--- src/design/efm_ram.sv ---
`timescale 1ns / 1ps
// ----------------------------------------------------------------------------
// efm_ram
// Generic single-write, single-read RAM with registered read data.
// ----------------------------------------------------------------------------
module efm_ram #(
	parameter int WIDTH = 8,
	parameter int DEPTH = 16,
	localparam int AW = (DEPTH > 1) ? $clog2(DEPTH) : 1
) (
	input  logic             clk,
	input  logic             we,
	input  logic [AW-1:0]    waddr,
	input  logic [WIDTH-1:0] wdata,
	input  logic [AW-1:0]    raddr,
	output logic [WIDTH-1:0] rdata
);

	logic [WIDTH-1:0] mem_q [DEPTH];
	logic [WIDTH-1:0] rdata_q;

	// A read of the address being written returns the old contents.
	always_ff @(posedge clk) begin
		if (we) begin
			mem_q[waddr] <= wdata;
		end
		rdata_q <= mem_q[raddr];
	end

	assign rdata = rdata_q;

endmodule

--- config.mk ---
export PLATFORM = sky130hd
export DESIGN_NAME = efm_ram
export DESIGN_NICKNAME = d
export VERILOG_FILES = /design/src/design/efm_ram.sv
export SDC_FILE = /design/constraint.sdc
export NUM_CORES = 1
export LEC_CHECK = 0
export BUFFER_PORTS_ARGS = -buffer_cell sky130_fd_sc_hd__buf_2
export CAP_MARGIN = 25
export CORE_MARGIN = 3
export CORE_UTILIZATION = 36
export CTS_CLUSTER_SIZE = 16
export DETAILED_ROUTE_END_ITERATION = 16
export GPL_TIMING_DRIVEN = 0
export PLACE_DENSITY = 0.61
export SLEW_MARGIN = 20
export SYNTH_ARGS = -nofsm -noshare
export SYNTH_HDL_FRONTEND = slang
export SYNTH_SLANG_ARGS = --single-unit
export TNS_END_PERCENT = 5
--- constraint.sdc ---
create_clock -name clk -period 1.6 [get_ports clk]
set_input_delay 0.16 -clock clk [delete_from_list [all_inputs] [get_ports clk]]
set_output_delay 0.16 -clock clk [all_outputs]
set_load 0.02 [all_outputs]
==> flow_summary.yaml <==
place:
  dp_hpwl_mm: 6.591
  portBuffers: 24
  pre_cts_ws_ns: -0.2752
  place_congestion: 0.7298
  dpl_cell_area_mm2: 0.005513
clock_network:
  clock_latency_ns: 0.41
  holdBufCountCts: 0
  htree_levels: 4
  cts.clk_slew.worst_paths_ns: 0.06
  cts_tree: "yes"
  clk_root_buffer_cell: "clkbuf_16"
  clock_sinks: 136
  clk_path_buf_depth: 2
  cts_buffers: 17
  cts_setup_buffers: 0
power_and_ir_drop:
  internal_power_w: 0.006575
  comb_power_share: 0.050
  power_density_mw_per_mm2: 1348
  total_power_w: 0.008211
  ir_drop_mv: 0.9584
  power_switching_w: 0.001636
  power.leakage_nw: 2.027
  switching_share: 0.1992
  seq_power_share: 0.488
  clkPwrFrac: 0.462
final_layout:
  drive_gt1_frac: 0.2947
  multi_input_area_mm2: 0.001082
  postLayoutCellArea_mm2: 0.006090
  syn_to_final_growth_pct: 18.30
  register_area_mm2: 0.004004
  diodes: 0
  final_common_cell: "edfxtp_1"
  nFillCells: 1177
  nets: 290
  mostFrequentLayoutCells: "128 x edfxtp_1, 27 x buf_2, 18 x mux4_2"
sta:
  slew_viol_final: 0
  fin_crit_sh: 0.9412
  grt_setup_unrepaired: "false"
  hold_viol: 0
  setup_viol: 0
  setup_ws_ns: 0.09413
  clock_skew_ns: 0.006183
  fmax_ghz: 0.6641
  tns_ns: 0
  relSlewSlack: 0.4493
  fin_crit_ns: 1.506
  worstMarginPinSlew_ns: 0.8231
route:
  firstDrtPassIters: 4
  routed_wl_mm: 10.37
  drc_errors: 0
  wl_per_cell_um: 22.29
  first_iter_violations: 142
  antenna_left: 0
  viasPerCell: 5.108
  num_vias: 2375
floorplanning:
  io_pins: 26
  core-area_mm2: 0.01393
  die_area_mm2: 0.01577
  die_height_um: 125.6
  fp.dieW_um: 125.6
  row_count: 43
  initial_core_util: 0.3694
setup_path:
  crit_path_top_delay_cell: "mux4_1"
  crit_required_ns: 1.89
  crit_chain: "mux4_1, a22oi_1, nand2_1"
  crit_type: "register to register"
  startpoint_type: "register"
  path_buf_inv: 0
  cp_max_fo: 1
  cp_slowest_stage_delay_ns: 0.56
  critPathArrivalTime_ns: 1.79
  critPathTopFamily: "multiplexers"
  cp-end-kind: "register"
synth:
  ys_seq_elements: 136
  syn_inst: 229
  ys_types: 19
  yosysWarningCount: 0
  synth_nets: 247
  syn_area_mm2: 0.005147
  ys_seq_area_frac: 0.7778
  syn_avg_cell_area_um2: 22.48
global_route:
  grt_max_degree: 17
  gr-total-overflow: 0
  antenna_found_initial: 0
  grt_pass1_vias: 2564
  track_usage: 0.1418
  grt_pass1_wl_mm: 15.71
outcome:
  status: "completed"
min_path:
  min_path_type: "input port to register"
job:
  cap_viol_max_count: 0
cells in the mapped netlist, drive strengths merged:
cell | count | share of area
edfxtp | 128 | 0.75
mux4 | 32 | 0.15
a22oi | 16 | 0.023
nor2 | 13 | 0.0095
nand2 | 9 | 0.0066
dfxtp | 8 | 0.031
buf | 7 | 0.011
nor3 | 4 | 0.0039
clkdlybuf4s25 | 3 | 0.0058
nand2b | 2 | 0.0024
nand3b | 2 | 0.0029
and2 | 1 | 0.0012
and2b | 1 | 0.0015
nand3 | 1 | 0.00097
nor2b | 1 | 0.0012
or3b | 1 | 0.0017
state kept, by name, summed over array words and instances (netlist names):
register	cells
mem_q	128
rdata	8
logic make-up after synthesis:
family	share of synthesized area
DFF	0.7778
and+or+nand+nor	0.03184
muxes	0.1502
AOI/OAI and AO/OA	0.02334
buffers and inverters	0.01677
power by group through the flow:
| stage | clock network [W] | registers, W | logic [W] |
|---|---|---|---|
| after CTS | 0.00386 | 0.00401 | 0.000421 |
| after floorplan | 0 | 0.00410 | 0.000202 |
| after global placement | 0 | 0.00407 | 0.000406 |
| final | 0.00379 | 0.00400 | 0.000414 |
| after detailed placement | 0 | 0.00408 | 0.000420 |
| after global routing | 0.00403 | 0.00401 | 0.000452 |
through the flow:
step	cells	hold WS, ns	utilization
3_5_place_dp	433	0.5818	0.3956
6_report	465	0.1472	0.4370
5_1_grt	465	0.1415	0.4370
4_1_cts	465	0.1419	0.4367
2_1_floorplan	229	0.2589	-
3_3_place_gp	433	0.5628	0.3945
path summary, 6_finish.rpt:
kind           startpoint          end  slack [ns]  depth (start not counted)
max           mem_q[1][2]     rdata[2]        0.09                          3
min              wdata[5]  mem_q[4][5]        0.15                          1
max reg2reg   mem_q[1][2]     rdata[2]        0.09                          3
min reg2reg  mem_q[12][2]     rdata[2]        0.68                          3
per-layer routing:
metal	track usage	share of wire	up-vias
li1	-	-	1058
met1	0.1844	0.42	1203
met2	0.2196	0.49	101
met3	0.05297	0.082	13
met4	0.05166	0.016	0
met5	0	0	-
layout make-up:
type / count / area share
clock inverters: 10 / 0.02096
repair buffers: 24 / 0.01972
multi-input cells: 83 / 0.1777
clock buffers: 22 / 0.07294
flip-flops and latches: 136 / 0.6575
well taps: 180 / 0.03698
plain buffers: 10 / 0.01418
what timing repair did:
| action | 4_1_cts | 5_1_grt |
|---|---|---|
| endpoints found under the hold margin | 0 | 0 |
| endpoints found under the setup margin | 0 | 1 |
| gates resized for setup | 0 | 1 |
Power figures use the tool's default switching activity.
