`config.mk`:
```
export PLATFORM = sky130hd
export DESIGN_NAME = efm_seq
export DESIGN_NICKNAME = d
export VERILOG_FILES = /design/src/design/efm_pkg.sv /design/src/design/efm_seq.sv
export SDC_FILE = /design/constraint.sdc
export NUM_CORES = 1
export LEC_CHECK = 0
export ABC_CLOCK_PERIOD_IN_PS = 7700
export CORE_ASPECT_RATIO = 1.1
export CORE_UTILIZATION = 52
export CTS_BUF_LIST = sky130_fd_sc_hd__clkbuf_8
export CTS_CLUSTER_SIZE = 12
export DETAILED_ROUTE_END_ITERATION = 7
export DONT_BUFFER_PORTS = 1
export PLACE_DENSITY = 0.73
export RECOVER_POWER = 100
export SLEW_MARGIN = 25
export SYNTH_ARGS = -nofsm -noshare
export SYNTH_HDL_FRONTEND = slang
export SYNTH_SLANG_ARGS = --single-unit
export TNS_END_PERCENT = 100
```
`constraint.sdc`:
```
create_clock -name clk -period 7.7 [get_ports clk]
set_clock_uncertainty 0.1 [all_clocks]
set_input_delay 0.77 -clock clk [delete_from_list [all_inputs] [get_ports clk]]
set_output_delay 0.77 -clock clk [all_outputs]
set_load 0.01 [all_outputs]
```
`src/design/efm_pkg.sv`:
```
`timescale 1ns / 1ps
// ----------------------------------------------------------------------------
// efm_pkg
// Shared types and constants of the event flood monitor.
// ----------------------------------------------------------------------------
package efm_pkg;

	localparam int TABLE_SLOTS_DEF = 64;
	localparam int PROBE_LIMIT_DEF = 8;

	localparam int CFG_IDX_W  = 8;
	localparam int CFG_DATA_W = 32;

	localparam logic [CFG_IDX_W-1:0] REG_FLOOD_LIMIT = CFG_IDX_W'(0);
	localparam logic [CFG_IDX_W-1:0] REG_WINDOW_LEN  = CFG_IDX_W'(1);

	localparam logic [31:0] FLOOD_LIMIT_RST = 32'd3000;
	localparam logic [15:0] WINDOW_LEN_RST  = 16'd1000;

	localparam logic [31:0] HASH_MULT = 32'h9E37_79B9;
	localparam int          HASH_FOLD = 16;
	localparam logic [31:0] CNT_MAX   = 32'hFFFF_FFFF;

	typedef struct packed {
		logic [63:0] handle;
		logic [31:0] code;
		logic [31:0] count;
	} slot_t;

	localparam int SLOT_W = $bits(slot_t);

	// Control from the sequencer to the top-three tracker.
	typedef struct packed {
		logic clr;
		logic upd;
	} rank_ctl_t;

	typedef enum logic [3:0] {
		ST_CLR,
		ST_IDLE,
		ST_HASH,
		ST_CHECK,
		ST_SCAN,
		ST_REPORT,
		ST_COUNT,
		ST_PROBE,
		ST_CHK
	} state_t;

endpackage

```
`src/design/efm_seq.sv`:
```
`timescale 1ns / 1ps
// ----------------------------------------------------------------------------
// efm_seq
// Sequencer: hashing, window check, table sweep and probing of the slot RAM.
// ----------------------------------------------------------------------------
module efm_seq
	import efm_pkg::*;
#(
	parameter int TABLE_SLOTS = TABLE_SLOTS_DEF,
	parameter int PROBE_LIMIT = PROBE_LIMIT_DEF,
	localparam int IDX_W = $clog2(TABLE_SLOTS)
) (
	input  logic              clk,
	input  logic              arst_n,
	input  logic              start,
	input  logic [63:0]       timestamp_ms,
	input  logic [63:0]       source_handle,
	input  logic [31:0]       message_code,
	input  logic [31:0]       flood_limit,
	input  logic [15:0]       window_len,
	output logic              busy,
	output logic              report_valid,
	output logic [31:0]       window_total,
	output logic              ram_we,
	output logic [IDX_W-1:0]  ram_waddr,
	output slot_t             ram_wdata,
	output logic [IDX_W-1:0]  ram_raddr,
	input  slot_t             ram_rdata,
	output rank_ctl_t         rank_ctl
);

	localparam int SCN_W = $clog2(TABLE_SLOTS + 1);
	localparam int PRB_W = (PROBE_LIMIT > 1) ? $clog2(PROBE_LIMIT) : 1;
	localparam logic [IDX_W-1:0] IDX_MASK = IDX_W'(TABLE_SLOTS - 1);
	localparam logic [SCN_W-1:0] SCAN_END = SCN_W'(TABLE_SLOTS);
	localparam logic [SCN_W-1:0] CLR_LAST = SCN_W'(TABLE_SLOTS - 1);
	localparam logic [PRB_W-1:0] PRB_LAST = PRB_W'(PROBE_LIMIT - 1);

	state_t state_q;
	state_t state_d;

	logic [63:0]      ts_q;
	logic [63:0]      handle_q;
	logic [31:0]      code_q;
	logic [63:0]      prod_q;
	logic             close_q;
	logic [63:0]      start_ts_q;
	logic             started_q;
	logic [31:0]      total_q;
	logic [SCN_W-1:0] scan_q;
	logic             scan_vld_s1;
	logic [IDX_W-1:0] addr_q;
	logic [PRB_W-1:0] probe_q;
	logic             report_valid_q;
	logic [31:0]      wtotal_q;

	logic [63:0]      hash_x;
	logic [63:0]      hash_f;
	logic [IDX_W-1:0] home;
	logic [63:0]      elapsed;
	logic             slot_hit;
	logic [31:0]      cnt_inc;

	assign hash_x   = handle_q ^ prod_q;
	assign hash_f   = hash_x ^ (hash_x >> HASH_FOLD);
	assign home     = hash_f[IDX_W-1:0] & IDX_MASK;
	assign elapsed  = ts_q - start_ts_q;
	assign slot_hit = (ram_rdata.handle == handle_q) && (ram_rdata.code == code_q);
	assign cnt_inc  = (ram_rdata.count == CNT_MAX) ? CNT_MAX : ram_rdata.count + 32'd1;

	always_ff @(posedge clk or negedge arst_n) begin
		if (!arst_n) begin
			state_q <= ST_CLR;
		end else begin
			state_q <= state_d;
		end
	end

	always_comb begin
		state_d   = state_q;
		ram_we    = 1'b0;
		ram_waddr = '0;
		ram_wdata = '0;
		ram_raddr = '0;
		rank_ctl  = '0;
		unique case (state_q)
			ST_CLR: begin
				ram_we    = 1'b1;
				ram_waddr = scan_q[IDX_W-1:0];
				if (scan_q == CLR_LAST) begin
					state_d = ST_IDLE;
				end
			end
			ST_IDLE: begin
				if (start) begin
					state_d = ST_HASH;
				end
			end
			ST_HASH: begin
				state_d = ST_CHECK;
			end
			ST_CHECK: begin
				if (started_q && close_q) begin
					rank_ctl.clr = 1'b1;
					state_d      = ST_SCAN;
				end else begin
					state_d = ST_COUNT;
				end
			end
			ST_SCAN: begin
				// Each slot is read and zeroed in the same cycle; its old value
				// reaches the tracker in the next cycle.
				if (scan_q != SCAN_END) begin
					ram_raddr = scan_q[IDX_W-1:0];
					ram_we    = 1'b1;
					ram_waddr = scan_q[IDX_W-1:0];
				end
				rank_ctl.upd = scan_vld_s1;
				if ((scan_q == SCAN_END) && scan_vld_s1) begin
					state_d = ST_REPORT;
				end
			end
			ST_REPORT: begin
				state_d = ST_COUNT;
			end
			ST_COUNT: begin
				state_d = ST_PROBE;
			end
			ST_PROBE: begin
				ram_raddr = addr_q & IDX_MASK;
				state_d   = ST_CHK;
			end
			ST_CHK: begin
				ram_waddr = addr_q & IDX_MASK;
				if (ram_rdata.count == '0) begin
					ram_we    = 1'b1;
					ram_wdata = '{handle: handle_q, code: code_q, count: 32'd1};
					state_d   = ST_IDLE;
				end else if (slot_hit) begin
					ram_we    = 1'b1;
					ram_wdata = '{handle: ram_rdata.handle, code: ram_rdata.code,
						count: cnt_inc};
					state_d   = ST_IDLE;
				end else if (probe_q == PRB_LAST) begin
					state_d = ST_IDLE;
				end else begin
					state_d = ST_PROBE;
				end
			end
			default: begin
				state_d = ST_IDLE;
			end
		endcase
	end

	always_ff @(posedge clk or negedge arst_n) begin
		if (!arst_n) begin
			scan_q         <= '0;
			scan_vld_s1    <= 1'b0;
			start_ts_q     <= '0;
			started_q      <= 1'b0;
			total_q        <= '0;
			probe_q        <= '0;
			report_valid_q <= 1'b0;
		end else begin
			report_valid_q <= 1'b0;
			case (state_q)
				ST_CLR: begin
					scan_q <= scan_q + SCN_W'(1);
				end
				ST_CHECK: begin
					scan_q      <= '0;
					scan_vld_s1 <= 1'b0;
				end
				ST_SCAN: begin
					scan_vld_s1 <= (scan_q != SCAN_END);
					if (scan_q != SCAN_END) begin
						scan_q <= scan_q + SCN_W'(1);
					end
				end
				ST_REPORT: begin
					report_valid_q <= (total_q > flood_limit);
					total_q        <= '0;
					started_q      <= 1'b0;
				end
				ST_COUNT: begin
					if (!started_q) begin
						start_ts_q <= ts_q;
						started_q  <= 1'b1;
					end
					if (total_q != CNT_MAX) begin
						total_q <= total_q + 32'd1;
					end
					probe_q <= '0;
				end
				ST_CHK: begin
					probe_q <= probe_q + PRB_W'(1);
				end
				default: begin
				end
			endcase
		end
	end

	always_ff @(posedge clk) begin
		case (state_q)
			ST_IDLE: begin
				if (start) begin
					ts_q     <= timestamp_ms;
					handle_q <= source_handle;
					code_q   <= message_code;
				end
			end
			ST_HASH: begin
				prod_q  <= code_q * HASH_MULT;
				close_q <= (elapsed >= {48'd0, window_len});
			end
			ST_REPORT: begin
				wtotal_q <= total_q;
			end
			ST_COUNT: begin
				addr_q <= home;
			end
			ST_CHK: begin
				addr_q <= addr_q + IDX_W'(1);
			end
			default: begin
			end
		endcase
	end

	assign busy         = (state_q != ST_IDLE);
	assign report_valid = report_valid_q;
	assign window_total = wtotal_q;

endmodule

```
==> impl_results.md, run 1 <==
* Status: finished with violations
* Failing checks: max-capacitance violations, max-slew violations
* Placer Congestion at 1.03
* Grt met1 use at between 30% and 40%
* Setup tns final at 0 ns
* R2R Path End: prod_q[21]$_DFFE_PP_
* Die H at 230 µm
* Fin crit share at 85.6%
* Synth cell types at 88
* Critical R2R Launch: code_q[5]$_DFFE_PP_
* Hold Path Origin: message_code[22]
* Worst EP required at 6.83 ns
* Final ANT Viol Nets at 0
* Leakage power total at 0.0106 µW
* Hold endpoint: code_q[22]$_DFFE_PP_
* Worst-case clock buffer depth at 3
* Routed Wire Length at 77,000 µm
* Clock buffer count from CTS at 55
* CTS tree: yes
* First drt pass iteration count at 5
* Register bit count reported by yosys at 324
* Worst hold slack at 0.0844 ns
* Slew Limit Fails at between 500 and 600
* Layout Cells excl Fill at 3,258
* Net count after synthesis at 3,284
* Via count at approximately 20,000
* Layout cells sized above 1 at 4.67%
* Worst path top cell family by delay: buffers and inverters
* Post-route cell area at between 0.02 and 0.03 mm²
* Clk root buf: clkbuf_8
* DIE AREA at 0.0482 mm²
* Cell area power density at 245 mW/mm²
* Post-layout net count at 3,254
* Peak supply drop at 0.000145 V
* Grt met3 use at 7.17%
* Top cells by area, synth: edfxtp_1 (26%), dfrtp_1 (11%), ha_1 (11%), fa_1 (6.5%), a21oi_1 (5.0%)
* Global-route wire length before repair at 115,000 µm
* Worst-skew pair later-pin latency at 0.67 ns
* # rows at 83
* Yosys warns at 0
* Most frequent cells after synthesis: inv_1 (312), nand2_1 (279), a21oi_1 (245)
* Avg WL per Cell at 23.6 µm
* Total of max-cap violations at 7
* Unrepaired setup endpoints after global routing: false
* Slowest stage delay, CP at 1.29 ns
* Final hold viol count at 0
* DRC viols at 0
* Vias in the first global route at around 19,000
* Post-DP HPWL at 60,700 µm
* FFs w/ async S/R, synth at a little over a third
* Fmax at 0.152 GHz
* WS Path Type: register to primary output
* Port Buffers at 0
* CP Max Fanout at 44
* Buf+Inv Stages, Crit Path at 2
* Setup slack, reg-to-reg at 1.33 ns
* Power, Total at 6440 µW
* Starting Density at 52.7%
* GR Overflow Total at 0
* H-tree depth at 2
* Clk sinks at 324
* Post-Syn Area per Cell at 9.32 µm²
* Post-Synthesis Cells at 2,640
* I/O pin count at a little over 500
* Number of synthesized flops with an enable pin at 211
* Worst path cell trace: xnor2_1 > nand4_1 > nor4_1 > nand4_1 > nor4_1 > clkbuf_1 > clkbuf_2 > nand3_1 > a21oi_1
* Max stage delay cell, worst path: clkbuf_1
* Layout overhead on the synthesized area at 6.77%
* Post-synthesis cell area at 0.0246 mm²
* Clock period minus worst slack at 6.59 ns
* Via/cell ratio at 6.03
* Yosys top cell by area: edfxtp_1
* Grt peak-use layer: met2
* Initial DRC Count at 1,647
* Chip width at around 210 µm
* Post-synthesis sequential area ratio at 37.2%
* Pin count of the biggest net entering global routing at ~150
* Worst EP arrival at 5.72 ns
* Worst hold stages at 0
* Post-Place Cells at 3,146
* Total Routing Usage GR at 31.5%
* Hold WC Path Type: input pin to register
* Worst-margin pin slew at 5.37 ns
* Final setup viols at 0
* Max_slew headroom at -258%
* Initial antenna violation count at 12
* Clock-pin slew of the registers on the worst-case setup and hold paths at 0.07 ns
* CP startpoint: code_q[17]$_DFFE_PP_
* Core Area at between 0.04 and 0.05 mm²
* Setup crit start kind: register
* Crit end category: primary output
* Most common cell in the synthesized netlist: inv_1
* Post-synth top area share at 25.7%
* Placed Area at 0.0251 mm²
* Worst reg-to-reg path cell count at 24
* Met2 usage at 52.0%
* Top FF cell, synth: edfxtp_1
-- worst register-to-register path, delay by kind of cell, from the launching register on --
family	cells	cell delay (ns)
flip-flops	1	0.56
AO/OA/AOI/OAI	5	0.89
AND/OR/NAND/NOR	3	0.44
buffers and inverters	6	0.31
XOR/XNOR	2	0.33
adder cells (fa/ha/maj)	8	3.50
-- area by class of cell --
type / count / area, µm²
Timing Repair Buffer: 15 / 90.1
Clock inverter: 43 / 422
Tap cell: 595 / 744
Inverter: 313 / 1170
Sequential cell: 324 / 9160
Fill cell: 4152 / 20500
Clock buffer: 61 / 840
Multi-Input combinational cell: 1901 / 13800
Antenna cell: 6 / 15.0
-- how the worst max path moves through the flow --
stage,end,slack [ns],cells past startpoint
floorplan,prod_q[21]$_DFFE_PP_,1.73,24
global placement,prod_q[21]$_DFFE_PP_,1.42,24
detailed placement,prod_q[21]$_DFFE_PP_,1.32,24
CTS,prod_q[21]$_DFFE_PP_,1.30,24
global route,start_ts_q[43]$_DFFE_PN0P_,0.47,2
finish,ram_wdata[66],1.11,9
-- metal layers --
metal,wire [µm],vias to the layer above,part of all wire [%]
li1,-,9150,-
met1,30400,9393,40
met5,64,-,0.083
met2,36400,907,47
met4,4050,10,5.3
met3,6090,194,7.9
-- sequential cells by signal (all words and copies together) (netlist names) --
signal	flops
window_total	32
prod_q	12
scan_q	7
ts_q	64
handle_q	64
report_valid	1
start_ts_q	64
scan_vld_s1	1
addr_q	6
probe_q	3
state_q	4
code_q	32
close_q	1
started_q	1
total_q	32
-- report_power, final --
part / internal, µW / switching [µW] / leakage (µW)
logic: 985 / 1510 / 0.00645
registers: 2060 / 97.3 / 0.00348
clock network: 1010 / 785 / 0.000690
-- through the flow --
stage / setup WS (ns) / util (%)
finish: 1.11 / 56.2
global route: 0.472 / 56.2
CTS: 1.30 / 56.4
detailed placement: 1.32 / 53.6
global placement: 1.42 / 53.6
floorplan: 1.73 / -
-- layout by cell type (no fill, tap or decap), types with 24 or more instances in the layout --
cell type and count:
nand2_1 278, fa_1 80, o21ai_0 125, nor4_1 31
nand3_1 142, a21o_1 24, xor2_1 116, dfrtp_1 113
xnor2_1 137, edfxtp_1 211, clkbuf_8 61, inv_1 324
nor2_1 122, nor3_1 31, ha_1 225, nand4_1 59
a21oi_1 245
-- kinds of logic after synthesis --
group	Yosys count	synth area share, %
simple gates	772	14.8
compound gates	559	13.8
xor+xnor	253	9.00
flops	324	37.2
buf+inv	415	6.64
fa+ha+maj	305	17.9
mux	12	0.503
-- timing repair --
action	in CTS	in global routing
endpoints found under the hold margin	113	0
buffers inserted	0	0
setup endpoints to repair	0	0
gates resized for setup	0	0
hold buffers	2	0
(Power assumes the default switching activity.)
==> run 2, diff against run 1 <==
- PLACE_DENSITY: 0.73 -> 0.74
==> impl_results.md, run 2 (same netlist as run 1, synthesis figures left out) <==
* CTS tree: yes
* Vias in the first global route at a little under 20,000
* Clock period minus worst slack at between 6 and 7 ns
* Largest regs: handle_q (64), start_ts_q (64), ts_q (64)
* Placer Congestion at between 0.9 and 1
* Worst-margin pin slew at 5.24 ns
* Starting Density at between 50 and 60%
* Worst reg-to-reg path cell count at 24
* Post-DP HPWL at 59,800 µm
* Routed Wire Length at 75,600 µm
* Initial antenna violation count at 12
* Total of max-cap violations at 6
* Grt met3 use at 6.36%
* Clock-pin slew of the registers on the worst-case setup and hold paths at about 0.06 ns
* Power, Total at 6390 µW
* Status: finished with violations
* Met2 usage at 50.4%
* Core Area at 0.0467 mm²
* DRC viols at 0
* Total Routing Usage GR at slightly above 30%
* Worst EP arrival at 5.81 ns
* Avg WL per Cell at 23.2 µm
* Initial DRC Count at roughly 1,600
* CP Max Fanout at 73
* DIE AREA at 0.0482 mm²
* Worst hold stages at 0
* Setup crit end: ram_wdata[0]
* Leakage power total at 0.0106 µW
* Pin count of the biggest net entering global routing at 127
* Setup crit start kind: register
* Critical R2R Launch: code_q[5]$_DFFE_PP_
* Setup tns final at 0 ns
* Grt met1 use at 38.1%
* Layout overhead on the synthesized area at 6.67%
* Die H at ~230 µm
* R2R Path End: prod_q[21]$_DFFE_PP_
* Final hold viol count at 0
* Slew Limit Fails at 518
* Chip width at 209 µm
* Clk root buf: clkbuf_8
* WS Path Type: register to primary output
* Worst-case clock buffer depth at 3
* Worst-skew pair later-pin latency at 0.67 ns
* Final ANT Viol Nets at 0
* Commonest non-fill, non-tap cell in the layout: inv_1
* Max_slew headroom at -250%
* Fin crit share at 86.7%
* Crit end category: primary output
* Failing checks: max-capacitance violations, max-slew violations
* Setup slack, reg-to-reg at approximately 1.4 ns
* Layout cells sized above 1 at 4.90%
* FILL cells at 4,156
* Unrepaired setup endpoints after global routing: false
* Post-CTS Setup Inserts at 0
* Cell area power density at roughly 240 mW/mm²
* Via/cell ratio at 6.05
* Post-layout net count at 3,251
* Clk sinks at 324
* Hold WC Path Type: input pin to register
* First drt pass iteration count at 6
* Fmax at 0.150 GHz
* # rows at 83
* Peak supply drop at approximately 0.00013 V
* CP startpoint: code_q[17]$_DFFE_PP_
* Most frequent cells in the layout: inv_1 (319), nand2_1 (278), a21oi_1 (245)
* Via count at approximately 20,000
* H-tree depth at 2
* I/O pin count at around 520
* GR Overflow Total at 0
* Port Buffers at 0
* Clock buffer count from CTS at 56
* Global-route wire length before repair at 113,000 µm
* Worst EP required at 6.83 ns
* Final setup viols at 0
* Grt peak-use layer: met2
[run 2: cell type report]
cell class	count	area (µm²)	area share [%]
antenna	12	30.0	0.114
sequential	324	9160	34.9
tap	595	744	2.84
inverter	313	1170	4.47
clock buffer	70	963	3.67
clock inverter	36	279	1.06
timing repair buffer	11	66.3	0.253
multi-input combinational	1901	13800	52.7
[run 2: power by group]
part	switching, µW	total [µW]	internal, µW	leakage, µW
sequential	99.1	2150	2050	0.00348
clock	777	1710	935	0.000665
combinational	1530	2520	992	0.00645
[run 2: critical path: stages, from the launching register on]
cell,delay [ns]
edfxtp_1,0.50
xnor2_1,0.50
nand4_1,0.30
nor4_1,0.37
nand4_1,0.14
nor4_1,1.18
clkbuf_2,1.28
a21oi_1,0.50
nor2_1,0.35
[run 2: repair_timing]
item	in CTS	in global routing
hold endpoints to repair	113	0
endpoints found under the setup margin	0	0
hold buffers	2	0
resized for setup	0	0
[run 2: routing by layer]
| layer | share of wire [%] | wire length, µm | vias to the layer above |
|---|---|---|---|
| li1 | - | - | 9143 |
| met1 | 39 | 29400 | 9480 |
| met2 | 47 | 35400 | 939 |
| met3 | 7.9 | 6000 | 186 |
| met4 | 6.3 | 4720 | 0 |
| met5 | 0 | 0 | - |
[run 2: how the worst min path moves through the flow]
stage / start / end
finish: message_code[23] / code_q[23]$_DFFE_PP_
global route: timestamp_ms[57] / ts_q[57]$_DFFE_PP_
CTS: message_code[16] / code_q[16]$_DFFE_PP_
detailed placement: arst_n / total_q[20]$_DFFE_PN0P_
global placement: ts_q[56]$_DFFE_PP_ / start_ts_q[56]$_DFFE_PN0P_
floorplan: ts_q[10]$_DFFE_PP_ / start_ts_q[10]$_DFFE_PN0P_
[run 2: metrics by stage]
step           area (µm²)  worst slack [ns]  instances  hold WS, ns  utilization [%]
4_1_cts             26300              1.37       3249       0.0344             56.3
3_5_place_dp        25000              1.37       3141        0.378             53.6
2_1_floorplan       24600              1.73       2640        0.359                -
5_1_grt             26200             0.782       3256       0.0480             56.2
3_3_place_gp        25000              1.45       3141        0.372             53.6
6_report            26300              1.02       3262       0.0922             56.2
