File: config.mk
export PLATFORM = sky130hd
export DESIGN_NAME = efm_rank
export DESIGN_NICKNAME = d
export VERILOG_FILES = /design/src/design/efm_pkg.sv /design/src/design/efm_rank.sv
export SDC_FILE = /design/constraint.sdc
export NUM_CORES = 1
export LEC_CHECK = 0
export BUFFER_PORTS_ARGS = -buffer_cell sky130_fd_sc_hd__buf_2
export CELL_PAD_IN_SITES_DETAIL_PLACEMENT = 1
export CELL_PAD_IN_SITES_GLOBAL_PLACEMENT = 1
export CORE_MARGIN = 2
export CORE_UTILIZATION = 36
export CTS_CLUSTER_SIZE = 20
export DETAILED_ROUTE_END_ITERATION = 10
export PLACE_DENSITY_LB_ADDON = 0.1
export SLEW_MARGIN = 15
export SYNTH_ARGS = -nofsm -noshare
export SYNTH_HDL_FRONTEND = slang
export SYNTH_SLANG_ARGS = --single-unit
File: constraint.sdc
create_clock -name clk -period 2.9 [get_ports clk]
set_input_delay 0.58 -clock clk [delete_from_list [all_inputs] [get_ports clk]]
set_output_delay 0.58 -clock clk [all_outputs]
set_load 0.05 [all_outputs]
File: src/design/efm_pkg.sv
`timescale 1ns / 1ps
// ----------------------------------------------------------------------------
// efm_pkg
// Shared types and constants of the event flood monitor.
// ----------------------------------------------------------------------------
package efm_pkg;

	localparam int TABLE_SLOTS_DEF = 64;
	localparam int PROBE_LIMIT_DEF = 8;

	localparam int CFG_IDX_W  = 8;
	localparam int CFG_DATA_W = 32;

	localparam logic [CFG_IDX_W-1:0] REG_FLOOD_LIMIT = CFG_IDX_W'(0);
	localparam logic [CFG_IDX_W-1:0] REG_WINDOW_LEN  = CFG_IDX_W'(1);

	localparam logic [31:0] FLOOD_LIMIT_RST = 32'd3000;
	localparam logic [15:0] WINDOW_LEN_RST  = 16'd1000;

	localparam logic [31:0] HASH_MULT = 32'h9E37_79B9;
	localparam int          HASH_FOLD = 16;
	localparam logic [31:0] CNT_MAX   = 32'hFFFF_FFFF;

	typedef struct packed {
		logic [63:0] handle;
		logic [31:0] code;
		logic [31:0] count;
	} slot_t;

	localparam int SLOT_W = $bits(slot_t);

	// Control from the sequencer to the top-three tracker.
	typedef struct packed {
		logic clr;
		logic upd;
	} rank_ctl_t;

	typedef enum logic [3:0] {
		ST_CLR,
		ST_IDLE,
		ST_HASH,
		ST_CHECK,
		ST_SCAN,
		ST_REPORT,
		ST_COUNT,
		ST_PROBE,
		ST_CHK
	} state_t;

endpackage

File: src/design/efm_rank.sv
`timescale 1ns / 1ps
// ----------------------------------------------------------------------------
// efm_rank
// Tracks the three slots with the largest counts while the table is swept.
// ----------------------------------------------------------------------------
module efm_rank
	import efm_pkg::*;
(
	input  logic      clk,
	input  rank_ctl_t ctl,
	input  slot_t     entry,
	output slot_t     rank0,
	output slot_t     rank1,
	output slot_t     rank2
);

	slot_t rank0_q;
	slot_t rank1_q;
	slot_t rank2_q;

	// Only a strictly larger count moves a rank, so on ties the lower slot stays ahead.
	always_ff @(posedge clk) begin
		if (ctl.clr) begin
			rank0_q <= '0;
			rank1_q <= '0;
			rank2_q <= '0;
		end else if (ctl.upd && (entry.count != '0)) begin
			if (entry.count > rank0_q.count) begin
				rank2_q <= rank1_q;
				rank1_q <= rank0_q;
				rank0_q <= entry;
			end else if (entry.count > rank1_q.count) begin
				rank2_q <= rank1_q;
				rank1_q <= entry;
			end else if (entry.count > rank2_q.count) begin
				rank2_q <= entry;
			end
		end
	end

	assign rank0 = rank0_q;
	assign rank1 = rank1_q;
	assign rank2 = rank2_q;

endmodule

==> results of run 1 <==
==> final timing paths <==
check	start	to	slack, ns	cells after the start
worst max register to register	rank1[8]	rank1[8]	-0.09	15
worst min-delay path	entry[54]	rank0[54]	0.26	3
worst max-delay path	rank1[8]	rank1[8]	-0.09	15
worst min register to register	rank2[88]	rank2[88]	0.49	2
==> repair_timing <==
action                     in CTS  in global routing
pin swaps                      35                 71
resized for setup              97                219
cloned                          9                 12
setup endpoints to repair     363                382
setup buffers                  16                 18
==> worst max-delay path, cell delays in order (launching register included) <==
cell       delay (ns)
dfxtp_2          0.33
inv_1            0.05
ha_1             0.27
nand4_1          0.19
buf_4            0.15
buf_4            0.09
buf_4            0.09
nor2_1           0.04
a22o_1           0.24
nor4_4           0.24
a2bb2oi_4        0.35
a21oi_4          0.16
buf_12           0.19
buf_12           0.16
buf_4            0.14
a211oi_2         0.19
==> registers in the layout (all words and copies together) (netlist names) <==
signal  count
rank1     128
rank0     128
rank2     128
==> cell families after synthesis <==
logic type,after synthesis,share of synthesized area [%]
DFF,384,39.9
adders and majority gates,96,6.24
and+or+nand+nor,662,15.9
muxes,256,13.3
AOI/OAI and AO/OA,430,17.5
buffers and inverters,284,7.08
==> final cells by class <==
class	count	area share [%]
inverters	96	1.28
clock inverters	28	1.44
flip-flops and latches	384	27.5
multi-input cells	1444	40.4
clock buffers	56	4.52
repair buffers	803	21.7
well taps	688	3.07
diodes	6	0.0535
==> layout by cell type, fill, tap and decap left out, types with 84 or more instances in the layout <==
cell type  instances
nor3_1            88
buf_2            513
a211oi_1          88
nor2_1           328
dfxtp_1          359
o31ai_1           89
ha_1              84
inv_1             94
buf_4            188
a211o_1           97
mux2i_1          253
==> stage by stage <==
| step | cells | TNS (ns) | cell area [sq um] |
|---|---|---|---|
| 3_3_place_gp | 3361 | -213.39 | 24200 |
| 4_1_cts | 3470 | -0.834 | 26700 |
| 3_5_place_dp | 3361 | -208.52 | 24200 |
| 5_1_grt | 3504 | -34.32 | 28000 |
| 6_report | 3505 | -6.72 | 28000 |
| 2_1_floorplan | 2112 | 0 | 19300 |
==> synthesized netlist by cell type, types with 6 or more instances <==
| master | n |
|---|---|
| o21ai_0 | 10 |
| nand2_1 | 20 |
| ha_1 | 96 |
| dfxtp_1 | 384 |
| o31ai_1 | 108 |
| nor3_2 | 21 |
| a21o_1 | 8 |
| buf_6 | 17 |
| buf_4 | 30 |
| nor4_1 | 13 |
| nor2_1 | 419 |
| nand4_1 | 20 |
| a211o_1 | 97 |
| inv_1 | 96 |
| nor3_1 | 108 |
| o31ai_2 | 20 |
| nand3_1 | 14 |
| buf_2 | 43 |
| nand4b_1 | 31 |
| a211oi_1 | 131 |
| mux2i_1 | 256 |
| clkbuf_1 | 91 |
| a21oi_1 | 37 |
| buf_1 | 6 |
==> power breakdown <==
part	switching [mW]	internal [mW]	total, mW
Clock	2.50	3.93	6.43
Combinational	4.66	2.54	7.20
Sequential	0.431	5.81	6.24
==> routing by layer <==
layer | GRT usage (%) | vias to the layer above | share of wire [%]
li1 | - | 8969 | -
met1 | 33.7 | 9703 | 42
met2 | 48.4 | 529 | 49
met3 | 6.09 | 126 | 6.1
met4 | 8.98 | 14 | 2.8
met5 | 0 | - | 0.099
==> summary by stage, run 1 <==
CTS
For this design, the sink count on the clock tree is around 380. The clock tree from TritonCTS is done. The number of CTS-inserted buffers is 46. The clock transition at the registers of the reported paths is approximately 0.06 ns. The clock tree synthesis step divided the H-tree into 2 levels. The cell sitting at the root of the clock tree is a clkbuf_16. The clock passes through at most 3 buffers. The latest clock arrival within the worst-skew pair is 0.59 ns. The count of hold-fix buffers inserted at cts is 0.

Cells and area
After filler insertion, the fill cell instance count of the layout stands at 6050. The multi-input combinational cell area is between 0.01 and 0.015 sq mm. The post-route core utilization is a little over half. The footprint of the flip-flops and latches is 0.00772 sq mm.

The proportion of layout cells with a drive suffix above 1 is around two fifths. For this run, the post-layout net count is 3002. The synthesis-to-finish area growth is 45.7%.

Timing
Hold is met by 0.262 ns. The routed design could run at a clock period as short as 2.99 ns. The number of max-slew violations in the final report is 0. On the final layout, the worst clock skew is ~0.011 ns. The share of the clock period used by the worst path is 103%. Setup repair after global routing could not meet its margin everywhere. The final number of hold-violating endpoints is 0. The number of endpoints failing setup at the final stage is 193. The normalized max-slew margin is 63.5%. The worst-margin pin slew is 0.547 ns.

Across all setup checks in the final design, the least slack found is -0.0911 ns. The maximum achievable frequency is 0.334 GHz.

Logic synthesis
The flip-flop and latch count after synthesis is 384. The synthesized netlist contains 46 unique library cells. The number of synthesis warnings is 0.

In the synthesized netlist, the number of instances is 2112. The summed instance area of the synthesized netlist is between 0.015 and 0.02 sq mm. For this run, asynchronously set or reset flops after synthesis account for 0%. After synthesis, flip-flops and latches occupy roughly two fifths of the total area. The count of flip-flops with a built-in enable after synthesis is 0. After synthesis, the largest area contributor takes up 39.9% of total cell area.

The synthesized net count is 2339. The synthesized design spends more area on one cell type than any other, namely dfxtp_1. In the synthesized netlist the dominant register cell turns out to be dfxtp_1.

In the post-synthesis netlist, the biggest area contributors are dfxtp_1 (40%), mux2i_1 (13%), nor2_1 (8.2%). The synthesized area per cell is 9.12 sq um.

Outcome
The final reports fail on setup timing. The run finished, with violations left.

Global routing
The number of antenna violations at the first check in global routing is 12. For this run the aggregate overflow at the end of global routing stands at 0. The number of global-route vias before repair came to 19900. The first global-routing pass estimated approximately 120000 microns of wire. Global routing used 27.7% of the available tracks across all layers. The largest net degree at the start of global routing is 74.

Worst setup path
The critical path required time is 3.39 ns. STA classifies the critical path startpoint as a flip-flop. The endpoint kind of the worst setup timing path is a flip-flop.

The maximum fanout encountered on the critical timing path is 17. The setup path with the least slack is of type reg -> reg. Data on the critical path arrives at its endpoint at 3.48 ns.

Routing
The first TritonRoute pass finished after 4 iterations. After detailed routing, the average wire length per cell comes to 23.7 microns. The number of vias per cell is 5.52. The routed wire length is 83200 microns. The count of nets left with antenna violations once routing finished came out at 0. The iteration-0 DRC count of the detailed router is 947. The total vias in the final route is ~19000. For this run, design rule violations remaining after detail routing come to 0.

Min path
The classification of the worst-slack hold path is in -> reg.

Floorplan
The floorplan die height is 235 microns. The row count is 84. During I/O placement, the number of pins put on the boundary was 515. For this configuration, the core starts out at a cell density of 36.5%. The die covers 0.0553 sq mm. The floorplan core area is around 0.053 sq mm.

From left edge to right edge, the die measures 235 microns.

Placement
The HPWL after detailed placement is 56000 microns. The routability congestion estimate from global placement is 0.867. The count of port buffers added during placement is 514. The setup slack at placement is -0.726 ns.

Pwr
The leakage component of the power is 13.1 nW. VDD sags by at most 0.425 mV. The power density normalized to cell area is 708 mW/mm^2.

The total power of the final layout is around 20 mW.

Run
The tool flagged a number of max-cap violations equal to 0.
(Power assumes the default switching activity.)
==> run 2: changes to the inputs <==
--- a/config.mk
+++ b/config.mk
@@ -13,6 +13,7 @@
 export CTS_CLUSTER_SIZE = 20
 export DETAILED_ROUTE_END_ITERATION = 10
 export PLACE_DENSITY_LB_ADDON = 0.1
+export RECOVER_POWER = 50
 export SLEW_MARGIN = 15
 export SYNTH_ARGS = -nofsm -noshare
 export SYNTH_HDL_FRONTEND = slang
==> run 2 against run 1 <==
Net effect:
- the run still ends with setup timing left
- die area is the same
- clock power is essentially flat
- sequential cell count is the same
- hold slack is essentially flat
- wire length shrank 0.23%
- highest routed layer unchanged
- critical endpoint is now rank2[77]
- setup slack lost 0.0057 ns
==> summary by stage, run 2 (same netlist as run 1, synthesis figures left out) <==
Timing
The number of endpoints failing setup at the final stage is 183 (-5.2%). The normalized max-slew margin came to 49.7% (-14 points). The clock skew was 0.0117 ns (+0.00109 ns). The number of max-slew violations in the final report is 0 (unchanged). The worst hold margin came to 0.263 ns (+0.000122 ns). The maximum achievable frequency is 0.334 GHz (-0.19%). The final number of hold-violating endpoints is 0 (unchanged).

The total negative setup slack is -5.63 ns (+1.09 ns). Setup repair after global routing could not meet its margin everywhere. The final critical-path setup slack is -0.0968 ns (-0.00575 ns). The post-route minimum period is 3.00 ns (+0.00575 ns). The share of the clock period used by the worst path is 103% (+0.20 points). The worst-margin pin slew is 0.758 ns (+0.211 ns).

Cells and area
The synthesis-to-finish area growth is 44.0%. The top cell types in the final layout, fill and taps aside, are dfxtp_1 (359), nor2_1 (328), buf_2 (260). The multi-input combinational cell area is 0.0113 sq mm (unchanged). The number of fill cells was 6146 (+1.6%). The post-route core utilization is 52.6% (-0.60 points). The layout net count was 3002 (unchanged). The proportion of layout cells with a drive suffix above 1 is 32.8% (-9.0 points).

Leaving out fill and tap cells, the most frequent cell in the layout is dfxtp_1. The footprint of the flip-flops and latches came to 0.00772 sq mm (unchanged).

Worst setup path
The type of origin of the critical path is a flip-flop. The stage delay of the slowest cell on the critical path came to 0.34 ns (about the same). The critical path is of the reg -> reg type. The critical path required time came to 3.40 ns (about the same). By instance count, the cell type seen most on the critical path is buf_4. The setup slack of the most critical reg-to-reg path is -0.1 ns (about the same). Walking the worst path, the cells encountered are inv_2, ha_4, nand4_1, buf_4, buf_4, buf_4, nor2_1, a22o_1, nor4_4, a2bb2oi_4, buf_6, a31oi_4, buf_12, buf_12, nor2_1, nor3_1.

STA classifies the critical path endpoint as a flip-flop. The maximum fanout encountered on the critical timing path was 14 (-3). The arrival time of the worst setup path was 3.49 ns (about the same). The largest individual stage delay along the critical path comes from the cell dfxtp_2.

Pwr
The total power of the final layout is 19.8 mW (-0.45%). The cell internal power dissipation came to 12.2 mW (-0.79%). The leakage component of the power came to 12.2 nW (-7.5%). The net switching power of the design was 7.60 mW (about the same). The part of the power in the clock network is 32.5% (+0.2 points).

The sequential share of power was 31.6% (+0.2 points). The fraction of power consumed by combinational cells came to 35.9% (-0.3 points). The power density normalized to cell area is 713 mW/mm^2 (+0.69%). The proportion of total power due to net switching came to 38.4% (+0.21 points). The peak supply drop is 0.427 mV (+0.60%).

Routing
The routed wire length is 83000 microns (-0.23%). The average wire per standard cell is 23.7 microns (-0.20%). The number of optimization iterations in the first detailed-route pass was 5 (+1). The post-route met1 wirelength was 34500 microns (-0.40%).

The number of routed nets with antenna violations came to 0 (unchanged). The highest metal layer carrying signal wires in the routed design is met5. The number of vias per cell was 5.53 (+0.18%). The wire length on met3 came to 5020 microns (-1.1%). The iteration-0 DRC count of the detailed router was 977 (+3.2%). The detailed-routed wire length on met2 came to 41000 microns (-0.30%). The DRC violations left is 0 (unchanged). The total vias in the final route was 19400 (+0.16%).

Global routing
The final global-route overflow total is 0 (unchanged). The combined global-route utilization of all metal layers was 27.7% (unchanged). The wire length of the first global-routing pass is 121000 microns (unchanged). The largest net degree at the start of global routing is 74 (unchanged).

The number of global-route vias before repair is 19900 (unchanged). The number of antenna violations at the first check in global routing was 12 (unchanged).

CTS
The number of buffers on the longest clock path is 3 (unchanged). The count of hold-fix buffers inserted at cts came to 0 (unchanged). The clock transition at the registers of the reported paths is 0.06 ns (about the same).

The number of CTS-inserted buffers was 46 (unchanged). The latest clock arrival within the worst-skew pair is 0.59 ns (about the same). The TritonCTS sink count was 384 (unchanged).

The deepest level of the CTS H-tree is 2 (unchanged). The clock tree from TritonCTS is done. The cell sitting at the root of the clock tree is a clkbuf_16.

Floorplan
The floorplan die height is 235 microns (unchanged). The width of the die was 235 microns (unchanged). The die footprint came to 0.0553 sq mm (unchanged). The initial standard-cell utilization of the core is 36.5% (unchanged). The boundary pin count was 515 (unchanged). The row count came to 84 (unchanged). The floorplan core area is 0.0528 sq mm (unchanged).

Outcome
The run finished, with violations left. The final reports fail on setup timing.

Min path
In this run the worst hold path is classified as in -> reg.

Run
The number of max-cap violations is 0 (unchanged).

Placement
The routability congestion estimate from global placement was 0.867 (unchanged). The count of port buffers added during placement was 514 (unchanged). The placed wire-length estimate after detailed placement is 56000 microns (unchanged). The setup slack at placement was -0.726 ns (unchanged).
==> run 2: worst max-delay path, delay by kind of cell, from the launching register on <==
kind                       cells  cell delay (ns)
DFF                            1             0.34
buffers and inverters          7             1.00
adders and majority gates      1             0.26
AOI/OAI and AO/OA              3             0.67
and+or+nand+nor                5             0.60
==> run 2: final cells by class <==
type	instances	area share (%)
inverter	96	1.30
tap	688	3.10
sequential	384	27.8
clock inverter	28	1.46
timing repair buffer	803	20.8
clock buffer	56	4.58
antenna	5	0.0451
multi-input combinational	1444	40.9
==> run 2: final timing paths <==
check / startpoint / endpoint / cells past startpoint
worst max-delay path: rank1[10] / rank2[77] / 16
worst min-delay path: entry[54] / rank0[54] / 3
worst max register to register: rank1[10] / rank2[77] / 16
worst min register to register: rank2[88] / rank2[88] / 2
==> run 2: power by group through the flow <==
stage | Combinational, mW | Clock, mW | Sequential [mW]
after CTS | 6.73 | 6.55 | 6.21
after global routing | 7.49 | 6.72 | 6.31
after detailed placement | 6.40 | 0 | 6.31
after floorplan | 2.44 | 0 | 8.05
after global placement | 6.29 | 0 | 6.28
final | 7.10 | 6.43 | 6.25
==> run 2: through the flow <==
step / cells / area (sq um)
floorplan: 2112 / 19300
detailed placement: 3361 / 24200
global route: 3504 / 27700
CTS: 3470 / 26700
global placement: 3361 / 24200
finish: 3504 / 27700
==> run 2: metal layers <==
layer	track usage, %	vias up
met5	0	-
met4	8.98	14
met3	6.09	134
met2	48.4	548
met1	33.7	9699
li1	-	8976
==> run 2: what timing repair did <==
action	4_1_cts	5_1_grt
pin swaps	35	71
gates resized for setup	97	219
setup buffers	16	18
gates cloned	9	12
setup endpoints to repair	363	382
==> run 3: changes to the inputs <==
--- a/config.mk
+++ b/config.mk
@@ -6,7 +6,7 @@
 export NUM_CORES = 1
 export LEC_CHECK = 0
 export BUFFER_PORTS_ARGS = -buffer_cell sky130_fd_sc_hd__buf_2
-export CELL_PAD_IN_SITES_DETAIL_PLACEMENT = 1
+export CELL_PAD_IN_SITES_DETAIL_PLACEMENT = 0
 export CELL_PAD_IN_SITES_GLOBAL_PLACEMENT = 1
 export CORE_MARGIN = 2
 export CORE_UTILIZATION = 36
==> run 3 against run 2 <==
Net effect:
- sequential power barely moved
- clock power shrank 7.6%
- critical path type unchanged
- the flow still finishes with violations (setup timing)
- clock skew rose by 0.0057 ns
- largest power group unchanged
- first-iteration DRC count up 5.2%
- wire length decreased by 2.9%
==> summary by stage, run 3 (same netlist as run 1, synthesis figures left out) <==
Outcome
The flow ran to the end, but the final reports show violations. The checks that failed: setup timing.

Pwr
The leakage component of the power came to 12.4 nW (+1.7%). The power density normalized to cell area was 690 mW/mm^2 (-3.3%). The proportion of total power due to net switching is 38.8% (+0.41 points). The cell internal power dissipation is 11.9 mW (-2.5%). The fraction of power consumed by combinational cells is 37.2% (+1.3 points). The part of the power in the clock network came to 30.6% (-1.9 points). The net switching power of the design is 7.53 mW (-0.81%). The peak supply drop was 0.460 mV (+7.8%). The sequential share of power was 32.2% (+0.6 points). The total power of the final layout is 19.4 mW (-1.9%).

Routing
The number of vias per cell is 5.43 (-1.7%). The number of routed nets with antenna violations came to 0 (unchanged). The number of optimization iterations in the first detailed-route pass is 5 (unchanged). The iteration-0 DRC count of the detailed router is 1028 (+5.2%). The routed wire length is 80600 microns (-2.9%). The DRC violations left is 0 (unchanged). The average wire per standard cell is 22.9 microns (-3.2%). The total vias in the final route was 19100 (-1.5%).

Min path
The path with the worst hold slack has its endpoint at rank0[97]. The classification of the worst-slack hold path is in -> reg. The depth of the worst hold-timing path is 3 (unchanged). The worst hold path begins at entry[97].

CTS
TritonCTS built the clock tree. The deepest level of the CTS H-tree was 2 (unchanged). The tree is rooted in a clkbuf_16. The count of hold-fix buffers inserted at cts is 0 (unchanged). The number of buffers on the longest clock path is 3 (unchanged). The number of CTS-inserted buffers is 45 (-2.2%). The clock transition at the registers of the reported paths came to 0.06 ns (about the same). The latest clock arrival within the worst-skew pair was 0.59 ns (about the same). The TritonCTS sink count is 384 (unchanged).

Global routing
The final global-route overflow total came to 0 (unchanged). The largest net degree at the start of global routing is 76 (+2.7%). The combined global-route utilization of all metal layers is 25.3% (-2.3 points). The number of global-route vias before repair is 17700 (-11%). The wire length of the first global-routing pass is 110000 microns (-8.9%).

The number of antenna violations at the first check in global routing is 13 (+1).

Timing
The normalized max-slew margin is 49.7% (about the same). Setup repair after global routing could not meet its margin everywhere. The worst-margin pin slew is 0.758 ns (-0.000479 ns).

The share of the clock period used by the worst path is 102% (-1.7 points). The total negative setup slack is -0.560 ns (+5.07 ns). The post-route minimum period was 2.95 ns (-0.0495 ns). The number of max-slew violations in the final report came to 0 (unchanged). The final critical-path setup slack is -0.0474 ns (+0.0495 ns). The worst hold margin is 0.262 ns (-0.000553 ns).

The maximum achievable frequency is 0.339 GHz (+1.7%). The clock skew was 0.0173 ns (+0.00566 ns). The number of endpoints failing setup at the final stage is 28 (-85%).

The final number of hold-violating endpoints is 0 (unchanged).

Worst setup path
The standard cell with the maximum stage delay on the critical path is nor4_4. The startpoint of the worst setup timing path is rank1[9]. The type of origin of the critical path is a flip-flop. The family with the most delay on the worst path is simple AND/OR/NAND/NOR gates. The stage delay of the slowest cell on the critical path was 0.35 ns (about the same). STA classifies the critical path endpoint as a flip-flop. The critical path required time is 3.37 ns (-0.03 ns). The maximum fanout encountered on the critical timing path is 7 (-7). The startpoint of the lowest-slack register-to-register path is rank1[9]. Walking the worst path, the cells encountered are inv_1, ha_4, nand4_1, nor4_4, buf_4, and4_4, nand2b_4, a2bb2oi_4, nand2_4, buf_12, clkbuf_16, o31ai_1, nor3_1.

The number of buffers and inverters on the critical path is 4 (-3). The arrival time of the worst setup path came to 3.41 ns (-0.08 ns). The path depth of the worst reg2reg path came to 13 (-3).

The reg-to-reg endpoint is rank2[66]. The critical path is of the reg -> reg type. The setup slack of the most critical reg-to-reg path is -0.05 ns (+0.05 ns).

Placement
The routability congestion estimate from global placement is 0.867 (unchanged). The count of placed standard cells including taps is 3361 (unchanged). The count of port buffers added during placement is 514 (unchanged). The placed wire-length estimate after detailed placement came to 52300 microns (-6.7%).

The instance area at placement came to 0.0242 sq mm (unchanged). The setup slack at placement is -0.664 ns (+0.0617 ns).

Cells and area
The number of fill cells is 5024 (-18%). The count of non-filler cells in the finished layout is 3514 (+0.29%). The layout net count is 3011 (+0.30%). The most frequent standard cell in the layout excluding fill and tap cells is dfxtp_1. The library cells used most frequently in the layout, excluding fill and tap cells, are dfxtp_1 (377), nor2_1 (299), buf_2 (285). The synthesis-to-finish area growth is 46.1%.

The proportion of layout cells with a drive suffix above 1 is 33.8% (+1.0 points). The final non-filler cell area came to 0.0281 sq mm (+1.5%). The post-route core utilization came to 53.3% (+0.77 points).

Floorplan
The floorplan core area is 0.0528 sq mm (unchanged). The boundary pin count came to 515 (unchanged). The initial standard-cell utilization of the core is 36.5% (unchanged). The width of the die is 235 microns (unchanged).

The floorplan die height came to 235 microns (unchanged). The die footprint is 0.0553 sq mm (unchanged). The row count is 84 (unchanged).

Run
The number of max-cap violations is 0 (unchanged).
==> run 3: changes by cell type in the layout (fill, tap and decap cells not counted), sizes merged <==
cell,delta
buf,+15
clkinvlp,-2
clkinv,-10
clkbuf,+15
bufinv,-6
bufbuf,-3
diode,+1
==> run 3: worst register-to-register path, cell delays in order (launching register included) <==
cell       delay [ns]
dfxtp_2          0.33
inv_1            0.06
ha_4             0.26
nand4_1          0.17
nor4_4           0.35
buf_4            0.17
and4_4           0.22
nand2b_4         0.13
a2bb2oi_4        0.30
nand2_4          0.16
buf_12           0.18
clkbuf_16        0.18
o31ai_1          0.26
nor3_1           0.07
==> run 3: area by class of cell <==
class	instances	area (sq um)	share of cell area (%)
multi-input cells	1444	11500	40.9
clock buffers	73	1380	4.91
clock inverters	10	151	0.538
repair buffers	813	6160	21.9
well taps	688	861	3.06
inverters	96	360	1.28
diodes	6	15.0	0.0534
flip-flops and latches	384	7700	27.4
==> run 3: per-layer routing <==
layer  vias up  share of wire [%]  GRT usage [%]
met3       132                6.6           6.64
met2       553                 48           41.6
li1       9016                  -              -
met5         -               0.10              0
met1      9374                 43           31.9
met4        14                3.0           9.40
==> run 3: power by group through the flow <==
stage | Clock [mW] | Combinational, mW | Sequential [mW]
2_1_floorplan | 0 | 2.44 | 8.05
3_3_place_gp | 0 | 6.29 | 6.28
3_5_place_dp | 0 | 6.32 | 6.30
4_1_cts | 6.07 | 6.41 | 6.20
5_1_grt | 6.27 | 7.61 | 6.31
6_report | 5.94 | 7.22 | 6.25
==> run 3: worst max-delay path by stage <==
stage	cells past startpoint	slack, ns	to
CTS	14	-0.008	rank2[114]
global route	13	-0.17	rank2[66]
floorplan	11	0.02	rank2[113]
finish	13	-0.05	rank2[66]
detailed placement	13	-0.66	rank2[92]
global placement	14	-0.71	rank2[33]
==> run 3: timing repair <==
| action | CTS | global route |
|---|---|---|
| pin swaps | 9 | 18 |
| setup buffers | 5 | 15 |
| resized for setup | 41 | 305 |
| cloned | 2 | 43 |
| endpoints found under the setup margin | 256 | 382 |
